===== config.mk =====
export PLATFORM = sky130hd
export DESIGN_NAME = bounded_stack_with_sorted_insert_core
export DESIGN_NICKNAME = d
export VERILOG_FILES = /design/src/design/bsws_pkg.sv /design/src/design/bsws_cell.sv /design/src/design/bsws_ctrl.sv /design/src/design/bounded_stack_with_sorted_insert_core.sv
export SDC_FILE = /design/constraint.sdc
export NUM_CORES = 2
export LEC_CHECK = 0
export BUFFER_PORTS_ARGS = -buffer_cell sky130_fd_sc_hd__buf_2
export CAP_MARGIN = 40
export CORE_MARGIN = 5
export CORE_UTILIZATION = 50
export CTS_CLUSTER_DIAMETER = 150
export DETAILED_ROUTE_END_ITERATION = 7
export PLACE_DENSITY = 0.65
export RECOVER_POWER = 50
export SYNTH_ARGS = -nofsm -noshare
export SYNTH_HDL_FRONTEND = slang
export SYNTH_HIERARCHICAL = 1
export SYNTH_SLANG_ARGS = --single-unit

===== constraint.sdc =====
create_clock -name clk -period 10.9 [get_ports clk]
set_clock_uncertainty 0.05 [all_clocks]
set_input_delay 1.09 -clock clk [delete_from_list [all_inputs] [get_ports clk]]
set_output_delay 1.09 -clock clk [all_outputs]
set_load 0.005 [all_outputs]

===== src/design/bsws_pkg.sv =====
// ----------------------------------------------------------------------------
// bsws_pkg: shared types and codes for the bounded sorted-insert stack
// Request/result payloads, mode and error codes, and the command word that
// the sequencer broadcasts to the row of stack cells.
// ----------------------------------------------------------------------------
`default_nettype none

package bsws_pkg;

  // Register map
  localparam int         LIMIT_W     = 5;
  localparam logic [4:0] LIMIT_RESET = 5'd16;
  localparam int         ADDR_W      = 2;
  localparam logic [1:0] ADDR_LIMIT  = 2'd0;

  // Request modes
  localparam logic [2:0] MODE_PUSH  = 3'd0;
  localparam logic [2:0] MODE_POP   = 3'd1;
  localparam logic [2:0] MODE_SPUSH = 3'd2;
  localparam logic [2:0] MODE_SORT  = 3'd3;
  localparam logic [2:0] MODE_REV   = 3'd4;

  // Error codes
  localparam logic [1:0] ERR_OK    = 2'd0;
  localparam logic [1:0] ERR_FULL  = 2'd1;
  localparam logic [1:0] ERR_EMPTY = 2'd2;

  typedef struct packed {
    logic [2:0]         mode;
    logic signed [31:0] value;
  } req_t;

  typedef struct packed {
    logic signed [31:0] popped;
    logic               popped_valid;
    logic [4:0]         count;
    logic               is_empty;
    logic               is_full;
    logic [1:0]         error;
  } rsp_t;

  // Operation applied by every cell in the same cycle
  typedef enum logic [2:0] {
    OP_HOLD,
    OP_PUSH,
    OP_POP,
    OP_SORT,
    OP_REV,
    OP_BUBBLE
  } chain_op_t;

  typedef struct packed {
    chain_op_t op;
    logic      parity;   // even/odd neighbor pairing for sort and reverse
    logic      first;    // first bubble step of a sorted push
    logic      mark_in;  // marker for the word entering the top cell
  } cmd_t;

endpackage

`default_nettype wire


===== src/design/bsws_cell.sv =====
// ----------------------------------------------------------------------------
// bsws_cell: one stack entry
// Holds one word and an insert marker. Each cycle it keeps its word, takes
// the word of its upper or lower neighbor, or trades with a neighbor in a
// compare-exchange step, as the broadcast command says.
// ----------------------------------------------------------------------------
`default_nettype none

module bsws_cell #(
  parameter int IDX        = 0,
  parameter int WORD_WIDTH = 32,
  parameter int CNT_W      = 5
) (
  input  logic                         clk,
  input  logic                         rst_n,
  input  bsws_pkg::cmd_t               cmd,
  input  logic [CNT_W-1:0]             cnt,
  input  logic signed [WORD_WIDTH-1:0] up_word,
  input  logic                         up_mark,
  input  logic signed [WORD_WIDTH-1:0] dn_word,
  input  logic                         dn_mark,
  output logic signed [WORD_WIDTH-1:0] word,
  output logic                         mark
);
  import bsws_pkg::*;

  localparam logic             IS_ODD   = 1'(IDX % 2);
  localparam logic             HAS_UP   = (IDX > 0);
  localparam logic [CNT_W:0]   POS      = (CNT_W+1)'(IDX);
  localparam logic [CNT_W:0]   POS_NEXT = (CNT_W+1)'(IDX + 1);

  logic signed [WORD_WIDTH-1:0] word_r, word_nxt;
  logic                         mark_r, mark_nxt;
  logic                         dn_in_range, up_in_range;
  logic                         dn_gt, dn_ge, me_gt, me_ge;

  // Pair with the cell below / above lies inside the live entries
  assign dn_in_range = ({1'b0, cnt} > POS_NEXT);
  assign up_in_range = HAS_UP && ({1'b0, cnt} > POS);

  assign dn_gt = (dn_word > word_r);
  assign dn_ge = (dn_word >= word_r);
  assign me_gt = (word_r > up_word);
  assign me_ge = (word_r >= up_word);

  // Next word and marker
  always_comb begin
    word_nxt = word_r;
    mark_nxt = mark_r;
    unique case (cmd.op)
      OP_PUSH: begin
        word_nxt = up_word;
        mark_nxt = HAS_UP ? 1'b0 : up_mark;
      end
      OP_POP: begin
        word_nxt = dn_word;
        mark_nxt = dn_mark;
      end
      OP_SORT, OP_REV: begin
        if (cmd.parity == IS_ODD) begin
          // upper cell of its pair
          if (dn_in_range && (cmd.op == OP_REV || dn_gt)) begin
            word_nxt = dn_word;
            mark_nxt = dn_mark;
          end
        end else begin
          // lower cell of its pair
          if (up_in_range && (cmd.op == OP_REV || me_gt)) begin
            word_nxt = up_word;
            mark_nxt = up_mark;
          end
        end
      end
      OP_BUBBLE: begin
        // inserted word sinks below larger words; first step also below equal
        if (mark_r) begin
          if (dn_in_range && (cmd.first ? dn_ge : dn_gt)) begin
            word_nxt = dn_word;
            mark_nxt = dn_mark;
          end
        end else if (up_mark) begin
          if (up_in_range && (cmd.first ? me_ge : me_gt)) begin
            word_nxt = up_word;
            mark_nxt = up_mark;
          end
        end
      end
      default: ;
    endcase
  end

  // Word storage
  always_ff @(posedge clk) begin
    word_r <= word_nxt;
  end

  // Marker
  always_ff @(posedge clk) begin
    if (!rst_n) begin
      mark_r <= 1'b0;
    end else begin
      mark_r <= mark_nxt;
    end
  end

  assign word = word_r;
  assign mark = mark_r;

endmodule

`default_nettype wire


===== src/design/bsws_ctrl.sv =====
// ----------------------------------------------------------------------------
// bsws_ctrl: request sequencer and result register
// Checks each request against the occupancy and limit, drives the command
// for the cell row, counts the rounds of multi-cycle operations and issues
// one result strobe per request.
// ----------------------------------------------------------------------------
`default_nettype none

module bsws_ctrl #(
  parameter int DEPTH      = 16,
  parameter int WORD_WIDTH = 32,
  parameter int CNT_W      = 5
) (
  input  logic                           clk,
  input  logic                           rst_n,
  input  logic                           start,
  output logic                           busy,
  input  bsws_pkg::req_t                 in_req,
  input  logic [bsws_pkg::LIMIT_W-1:0]   limit,
  input  logic signed [WORD_WIDTH-1:0]   top_word,
  output logic signed [WORD_WIDTH-1:0]   push_word,
  output bsws_pkg::cmd_t                 cmd,
  output logic [CNT_W-1:0]               cnt,
  output logic                           out_valid,
  output bsws_pkg::rsp_t                 out_rsp
);
  import bsws_pkg::*;

  localparam int              CMP_W  = (CNT_W > LIMIT_W) ? CNT_W : LIMIT_W;
  localparam logic [CNT_W-1:0] CNT_MAX = CNT_W'(DEPTH);

  typedef enum logic [1:0] {
    ST_IDLE = 2'b01,
    ST_RUN  = 2'b10
  } state_t;

  state_t            state_r, state_nxt;
  logic [CNT_W-1:0]  cnt_r, cnt_nxt;
  logic [CNT_W-1:0]  steps_r, steps_nxt;
  chain_op_t         run_op_r, run_op_nxt;
  logic              parity_r, parity_nxt;
  logic              first_r, first_nxt;
  rsp_t              rsp_r, rsp_nxt;
  logic              valid_r, valid_nxt;

  logic              full_now, full_after, go_run, pvalid;
  logic [1:0]        err;
  logic [CMP_W-1:0]  lim_ext;
  logic signed [63:0] top64, val64;

  // Word conversions between the 32-bit fields and the stored width
  assign val64     = 64'(in_req.value);
  assign push_word = val64[WORD_WIDTH-1:0];
  assign top64     = 64'(top_word);

  assign lim_ext  = CMP_W'(limit);
  assign full_now = (CMP_W'(cnt_r) >= lim_ext) || (cnt_r == CNT_MAX);

  // Sequencer
  always_comb begin
    state_nxt  = state_r;
    cnt_nxt    = cnt_r;
    steps_nxt  = steps_r;
    run_op_nxt = run_op_r;
    parity_nxt = parity_r;
    first_nxt  = first_r;
    rsp_nxt    = rsp_r;
    valid_nxt  = 1'b0;
    err        = ERR_OK;
    pvalid     = 1'b0;
    go_run     = 1'b0;
    full_after = 1'b0;
    cmd        = '{op: OP_HOLD, parity: parity_r, first: first_r, mark_in: 1'b0};

    unique case (state_r)
      ST_IDLE: begin
        if (start) begin
          unique case (in_req.mode)
            MODE_PUSH, MODE_SPUSH: begin
              if (full_now) begin
                err = ERR_FULL;
              end else begin
                cnt_nxt     = cnt_r + CNT_W'(1);
                cmd.op      = OP_PUSH;
                cmd.mark_in = (in_req.mode == MODE_SPUSH);
                if (in_req.mode == MODE_SPUSH && cnt_r != '0) begin
                  go_run     = 1'b1;
                  run_op_nxt = OP_BUBBLE;
                end
              end
            end
            MODE_POP: begin
              if (cnt_r == '0) begin
                err = ERR_EMPTY;
              end else begin
                cnt_nxt = cnt_r - CNT_W'(1);
                pvalid  = 1'b1;
                cmd.op  = OP_POP;
              end
            end
            MODE_SORT: begin
              if (cnt_r >= CNT_W'(2)) begin
                go_run     = 1'b1;
                run_op_nxt = OP_SORT;
              end
            end
            MODE_REV: begin
              if (cnt_r >= CNT_W'(2)) begin
                go_run     = 1'b1;
                run_op_nxt = OP_REV;
              end
            end
            default: ;
          endcase

          // one round per entry; steps counts the rounds still to run
          steps_nxt  = cnt_r;
          parity_nxt = 1'b0;
          first_nxt  = 1'b1;

          full_after = (CMP_W'(cnt_nxt) >= lim_ext) || (cnt_nxt == CNT_MAX);
          rsp_nxt.popped       = pvalid ? top64[31:0] : '0;
          rsp_nxt.popped_valid = pvalid;
          rsp_nxt.count        = 5'(cnt_nxt);
          rsp_nxt.is_empty     = (cnt_nxt == '0);
          rsp_nxt.is_full      = full_after;
          rsp_nxt.error        = err;

          if (go_run) begin
            state_nxt = ST_RUN;
          end else begin
            valid_nxt = 1'b1;
          end
        end
      end
      ST_RUN: begin
        cmd.op     = run_op_r;
        steps_nxt  = steps_r - CNT_W'(1);
        parity_nxt = ~parity_r;
        first_nxt  = 1'b0;
        if (steps_r == CNT_W'(1)) begin
          state_nxt = ST_IDLE;
          valid_nxt = 1'b1;
        end
      end
      default: state_nxt = ST_IDLE;
    endcase
  end

  // Control state
  always_ff @(posedge clk) begin
    if (!rst_n) begin
      state_r <= ST_IDLE;
      cnt_r   <= '0;
      valid_r <= 1'b0;
    end else begin
      state_r <= state_nxt;
      cnt_r   <= cnt_nxt;
      valid_r <= valid_nxt;
    end
  end

  // Round counter and held result
  always_ff @(posedge clk) begin
    steps_r  <= steps_nxt;
    run_op_r <= run_op_nxt;
    parity_r <= parity_nxt;
    first_r  <= first_nxt;
    rsp_r    <= rsp_nxt;
  end

  assign busy      = (state_r == ST_RUN);
  assign cnt       = cnt_r;
  assign out_valid = valid_r;
  assign out_rsp   = rsp_r;

endmodule

`default_nettype wire


===== src/design/bounded_stack_with_sorted_insert_core.sv =====
// ----------------------------------------------------------------------------
// bounded_stack_with_sorted_insert_core: bounded stack with sorted insert
// A row of cells holds the entries, top entry in cell 0. Push, pop, sorted
// push, sort (largest on top) and reverse; one result per request.
//
//   channel  | ports                               | handshake
//   ---------+-------------------------------------+----------------------------
//   request  | start, busy, in_req                 | taken when start && !busy
//   result   | out_valid, out_rsp                  | one-cycle strobe, no stall
//   config   | psel penable pwrite paddr pwdata... | APB write, pready tied high
//
// Push, pop, refused requests and no-ops leave busy low and run back to back; the
// result strobes the cycle after the request. Sorted push onto n entries keeps
// busy high while the new word sinks one cell per cycle; sort and reverse of n >= 2
// entries run n odd/even neighbor exchange rounds, busy all.
// The receiver cannot stall: every result is a one-cycle strobe.
// Reset leaves the stack empty and the limit at 16; no clearing pass.
// ----------------------------------------------------------------------------
`default_nettype none

module bounded_stack_with_sorted_insert_core #(
  parameter int DEPTH      = 16,
  parameter int WORD_WIDTH = 32
) (
  input  logic                          clk,
  input  logic                          rst_n,
  // request channel
  input  logic                          start,
  output logic                          busy,
  input  bsws_pkg::req_t                in_req,
  // result channel
  output logic                          out_valid,
  output bsws_pkg::rsp_t                out_rsp,
  // configuration port
  input  logic                          psel,
  input  logic                          penable,
  input  logic                          pwrite,
  input  logic [bsws_pkg::ADDR_W-1:0]   paddr,
  input  logic [31:0]                   pwdata,
  output logic [31:0]                   prdata,
  output logic                          pready
);
  import bsws_pkg::*;

  localparam int CNT_W = $clog2(DEPTH + 1);

  logic [LIMIT_W-1:0]           limit_r;
  cmd_t                         cmd;
  logic [CNT_W-1:0]             cnt_w;
  logic signed [WORD_WIDTH-1:0] push_word;
  logic signed [WORD_WIDTH-1:0] word_w [DEPTH];
  logic                         mark_w [DEPTH];

  // Limit register
  always_ff @(posedge clk) begin
    if (!rst_n) begin
      limit_r <= LIMIT_RESET;
    end else if (psel && penable && pwrite && paddr == ADDR_LIMIT) begin
      limit_r <= pwdata[LIMIT_W-1:0];
    end
  end

  assign prdata = (paddr == ADDR_LIMIT) ? 32'(limit_r) : '0;
  assign pready = 1'b1;

  // Sequencer
  bsws_ctrl #(
    .DEPTH      (DEPTH),
    .WORD_WIDTH (WORD_WIDTH),
    .CNT_W      (CNT_W)
  ) u_ctrl (
    .clk       (clk),
    .rst_n     (rst_n),
    .start     (start),
    .busy      (busy),
    .in_req    (in_req),
    .limit     (limit_r),
    .top_word  (word_w[0]),
    .push_word (push_word),
    .cmd       (cmd),
    .cnt       (cnt_w),
    .out_valid (out_valid),
    .out_rsp   (out_rsp)
  );

  // Cell row: cell 0 is the top of the stack
  for (genvar g = 0; g < DEPTH; g++) begin : g_cell
    logic signed [WORD_WIDTH-1:0] up_word, dn_word;
    logic                         up_mark, dn_mark;

    if (g == 0) begin : g_head
      assign up_word = push_word;
      assign up_mark = cmd.mark_in;
    end else begin : g_body
      assign up_word = word_w[g-1];
      assign up_mark = mark_w[g-1];
    end

    if (g == DEPTH - 1) begin : g_tail
      assign dn_word = '0;
      assign dn_mark = 1'b0;
    end else begin : g_link
      assign dn_word = word_w[g+1];
      assign dn_mark = mark_w[g+1];
    end

    bsws_cell #(
      .IDX        (g),
      .WORD_WIDTH (WORD_WIDTH),
      .CNT_W      (CNT_W)
    ) u_cell (
      .clk     (clk),
      .rst_n   (rst_n),
      .cmd     (cmd),
      .cnt     (cnt_w),
      .up_word (up_word),
      .up_mark (up_mark),
      .dn_word (dn_word),
      .dn_mark (dn_mark),
      .word    (word_w[g]),
      .mark    (mark_w[g])
    );
  end

  // Every accepted request either reports next cycle or starts its rounds
  a_accept_progress: assert property (@(posedge clk) disable iff (!rst_n)
    (start && !busy) |=> (out_valid || busy))
    else $error("request neither reported nor running");

  // Results only leave once the rounds are done
  a_strobe_idle: assert property (@(posedge clk) disable iff (!rst_n)
    out_valid |-> !busy)
    else $error("result strobe while busy");

  // Occupancy stays within the cell row
  a_cnt_bound: assert property (@(posedge clk) disable iff (!rst_n)
    cnt_w <= CNT_W'(DEPTH))
    else $error("occupancy beyond depth");

  // A reported pop removed exactly one entry without error
  a_pop_count: assert property (@(posedge clk) disable iff (!rst_n)
    (out_valid && out_rsp.popped_valid) |->
      (out_rsp.error == ERR_OK && cnt_w == $past(cnt_w) - CNT_W'(1)))
    else $error("pop result does not match occupancy change");

endmodule

`default_nettype wire


==> impl_metrics.csv <==
group,metric,value,unit
setup_path,r2r_cells,13,
timing,hold_viol,0,
synthesis,ys_warn_count,6,
place,gp_congestion,0.9024,
place,place_inst,8354,
clock_tree,post_cts_buffers,0,
clock_tree,cts-root-buf,"clkbuf_16",
routing,drc,0,
timing,clock.fmax,125.6,MHz
routing,ant_nets,0,
layout,fin_cells,8497,
layout,final_layout_size_suffix_gt1_share,5.903,%
status,violations,"max-capacitance violations, max-slew violations",
clock_tree,cts.path.max_buffers,3,
setup_path,critPathLaunchType,"register",
routing,vias,49430,
timing,tightest_slew,2.215,ns
routing,wl,160.0,mm
routing,via_per_inst,5.818,
synthesis,synth_edf_count,564,
timing,tns,0,ns
floorplanning,die_x,347.4,um
timing,relSlewSlack,-47.64,%
layout,layout.nets,8018,
clock_tree,cts_tree,"built",
layout,multi_input_area,34550,um^2
setup_path,timing.rr.start,"u_ctrl/cnt[0]",
floorplanning,io_pins,152,
layout,ff_latch_area,17520,um^2
timing,setup_viol,0,
setup_path,critical_path_class,"register to register",
synthesis,synth_area_per_cell,8.320,um^2
setup_path,cp.depth,13,
setup_path,crit_path_max_fanout,51,
routing,routedWlPerCell,18.83,um
power,power.leakage,28.26,nW
layout,final_common_cell,"nand2_1",
clock_tree,h-tree-depth,3,
clock_tree,path_clk_slew,0.06,ns
synthesis,synth_cell_types,139,
synthesis,synth_flop_cell,"edfxtp_1",
timing,period_share,73.06,%
floorplanning,die_h,347.4,um
place,placed_cell_area,59450,um^2
floorplanning,start_util,50.46,%
global_route,grt_pass1_vias,46460,
timing,holdWs,0.4279,ns
synthesis,syn_area,56920,um^2
synthesis,ys_ff_latch,593,
power,power.total,7.078,mW
layout,final_cell_mix,"nand2_1, inv_1, ha_1",
global_route,grt_max_degree,67,
setup_path,cp.required,11.23,ns
status,status,"complete, but fails checks",
power,power-per-cell-area,114.9,nW/um^2
routing,firstDrtPassIters,6,
routing,drt_iter0_drc,4003,
synthesis,synth_cells,6842,
global_route,grt_pass1_wl,251.3,mm
place,hpwl,124.1,mm
setup_path,arrival,8.30,ns
timing,rsz0062_at_grt,"no",
timing,slew_violations,236,
setup_path,end_kind,"register",
layout,fin_area,61620,um^2
setup_path,critical-path-slowest-cell,"clkbuf_1",
timing,fin_ws,2.936,ns
run,maxCapViolCount,7,
layout,post-route-util,54.62,%
layout,fill_cells,10420,
clock_tree,cts-hold-fix-buffers,0,
clock_tree,clk_latency,0.67,ns
setup_path,crit_family,"buffers and inverters",
clock_tree,numCtsBuffers,77,
layout,area_delta_synth_final,8.242,%
synthesis,synthArstFlopShare,0,%
setup_path,timing.rr.end,"g_cell[6].u_cell/word[3]",
setup_path,rrSetupSlack,2.94,ns
setup_path,slowest_delay,1.50,ns
global_route,antenna_found_initial,0,
global_route,grt-ovfl-total,0,
floorplanning,rows,123,
floorplanning,die_area,120700,um^2
worst_hold_path,hold_path.class,"register to register",
global_route,grt_use_total,25.32,%
setup_path,cp_num_buf_inv,5,
layout,antenna_cells,0,
place,dp_slack,5.114,ns
floorplanning,design.core.area,112800,um^2
timing,finalCriticalPeriod,7.964,ns
power,peakVddDrop,0.1288,mV
setup_path,crit_path_start,"u_ctrl/cnt[0]",
place,port_buffers,96,
synthesis,yosysSeqAreaShare,30.77,%
setup_path,critPathCapture,"g_cell[6].u_cell/word[3]",
clock_tree,cts_sinks,593,
clock_tree,cts_resized,0,
setup_path,path_cells,"clkbuf_1 -> inv_1 -> ha_1 -> nor2b_1 -> o21ai_0 -> a21oi_1 -> a22oi_1 -> nor2_1 -> buf_4 -> inv_1 -> a221oi_1 -> buf_4 -> o21ai_0",
==> synthesized netlist by cell type, types with 63 or more instances <==
master	count	area, um^2
ha_1	1010	12640
buf_4	64	480.5
o21ai_0	597	2988
a21oi_1	502	2512
nand2_1	1153	4328
nand3_1	176	880.8
nor2_1	141	529.3
nand4_1	218	1364
nor2b_1	63	394.1
edfxtp_1	564	16940
clkbuf_1	168	630.6
inv_1	1096	4114
==> layer usage <==
metal,up-vias,track usage (%),share of wire [%]
met1,23340,35.06,46
met5,-,0,0
met4,0,8.344,3.2
met2,1412,41.35,45
li1,24380,-,-
met3,306,3.074,5.5
==> how the worst min path moves through the flow <==
stage / startpoint / cells past startpoint / slack (ns) / endpoint
detailed placement: limit_r[3] / 2 / 0.42 / limit_r[3]
global route: limit_r[2] / 2 / 0.44 / limit_r[2]
floorplan: limit_r[1] / 2 / 0.40 / limit_r[1]
global placement: limit_r[3] / 2 / 0.41 / limit_r[3]
CTS: limit_r[2] / 2 / 0.43 / limit_r[2]
finish: limit_r[3] / 2 / 0.43 / limit_r[3]
==> power by group <==
group / internal [mW] / leakage [nW] / switching (mW)
combinational: 0.603 / 21.6 / 0.935
sequential: 2.71 / 5.45 / 0.285
clock: 1.46 / 1.18 / 1.08
total: 4.78 / 28.3 / 2.30
==> kinds of logic after synthesis <==
family	synth area share, %
buffers and inverters	9.317
AND/OR/NAND/NOR	18.17
AO/OA/AOI/OAI	18.17
flip-flops	30.77
other	0.01319
XOR/XNOR	0.1692
adder cells (fa/ha/maj)	22.20
multiplexers	1.189
==> registers in the layout, summed over array words and instances, names as in the netlist <==
signal              count
u_ctrl/state_r          2
limit_r                 5
u_ctrl/parity_r         1
g_cell.u_cell/word    512
g_cell.u_cell/mark     16
u_ctrl/out_valid        1
u_ctrl/run_op_r         3
u_ctrl/steps_r          5
u_ctrl/out_rsp         42
u_ctrl/first_r          1
u_ctrl/cnt              5
==> area by class of cell <==
cell class,instances,area share [%]
Inverter,1097,6.683
Tap cell,1500,3.046
Multi-Input combinational cell,5004,56.08
Clock buffer,99,3.326
Sequential cell,593,28.44
Timing Repair Buffer,160,1.746
Clock inverter,44,0.6823
==> worst reg2reg max path, stage by stage (launching register included) <==
cell      delay (ns)
dfxtp_1         0.30
clkbuf_1        1.50
inv_1           0.49
ha_1            0.45
nor2b_1         0.16
o21ai_0         0.17
a21oi_1         0.36
a22oi_1         0.12
nor2_1          0.94
buf_4           0.64
inv_1           0.29
a221oi_1        1.47
buf_4           0.57
o21ai_0         0.19
No activity file was read; power rests on OpenSTA's default activity.
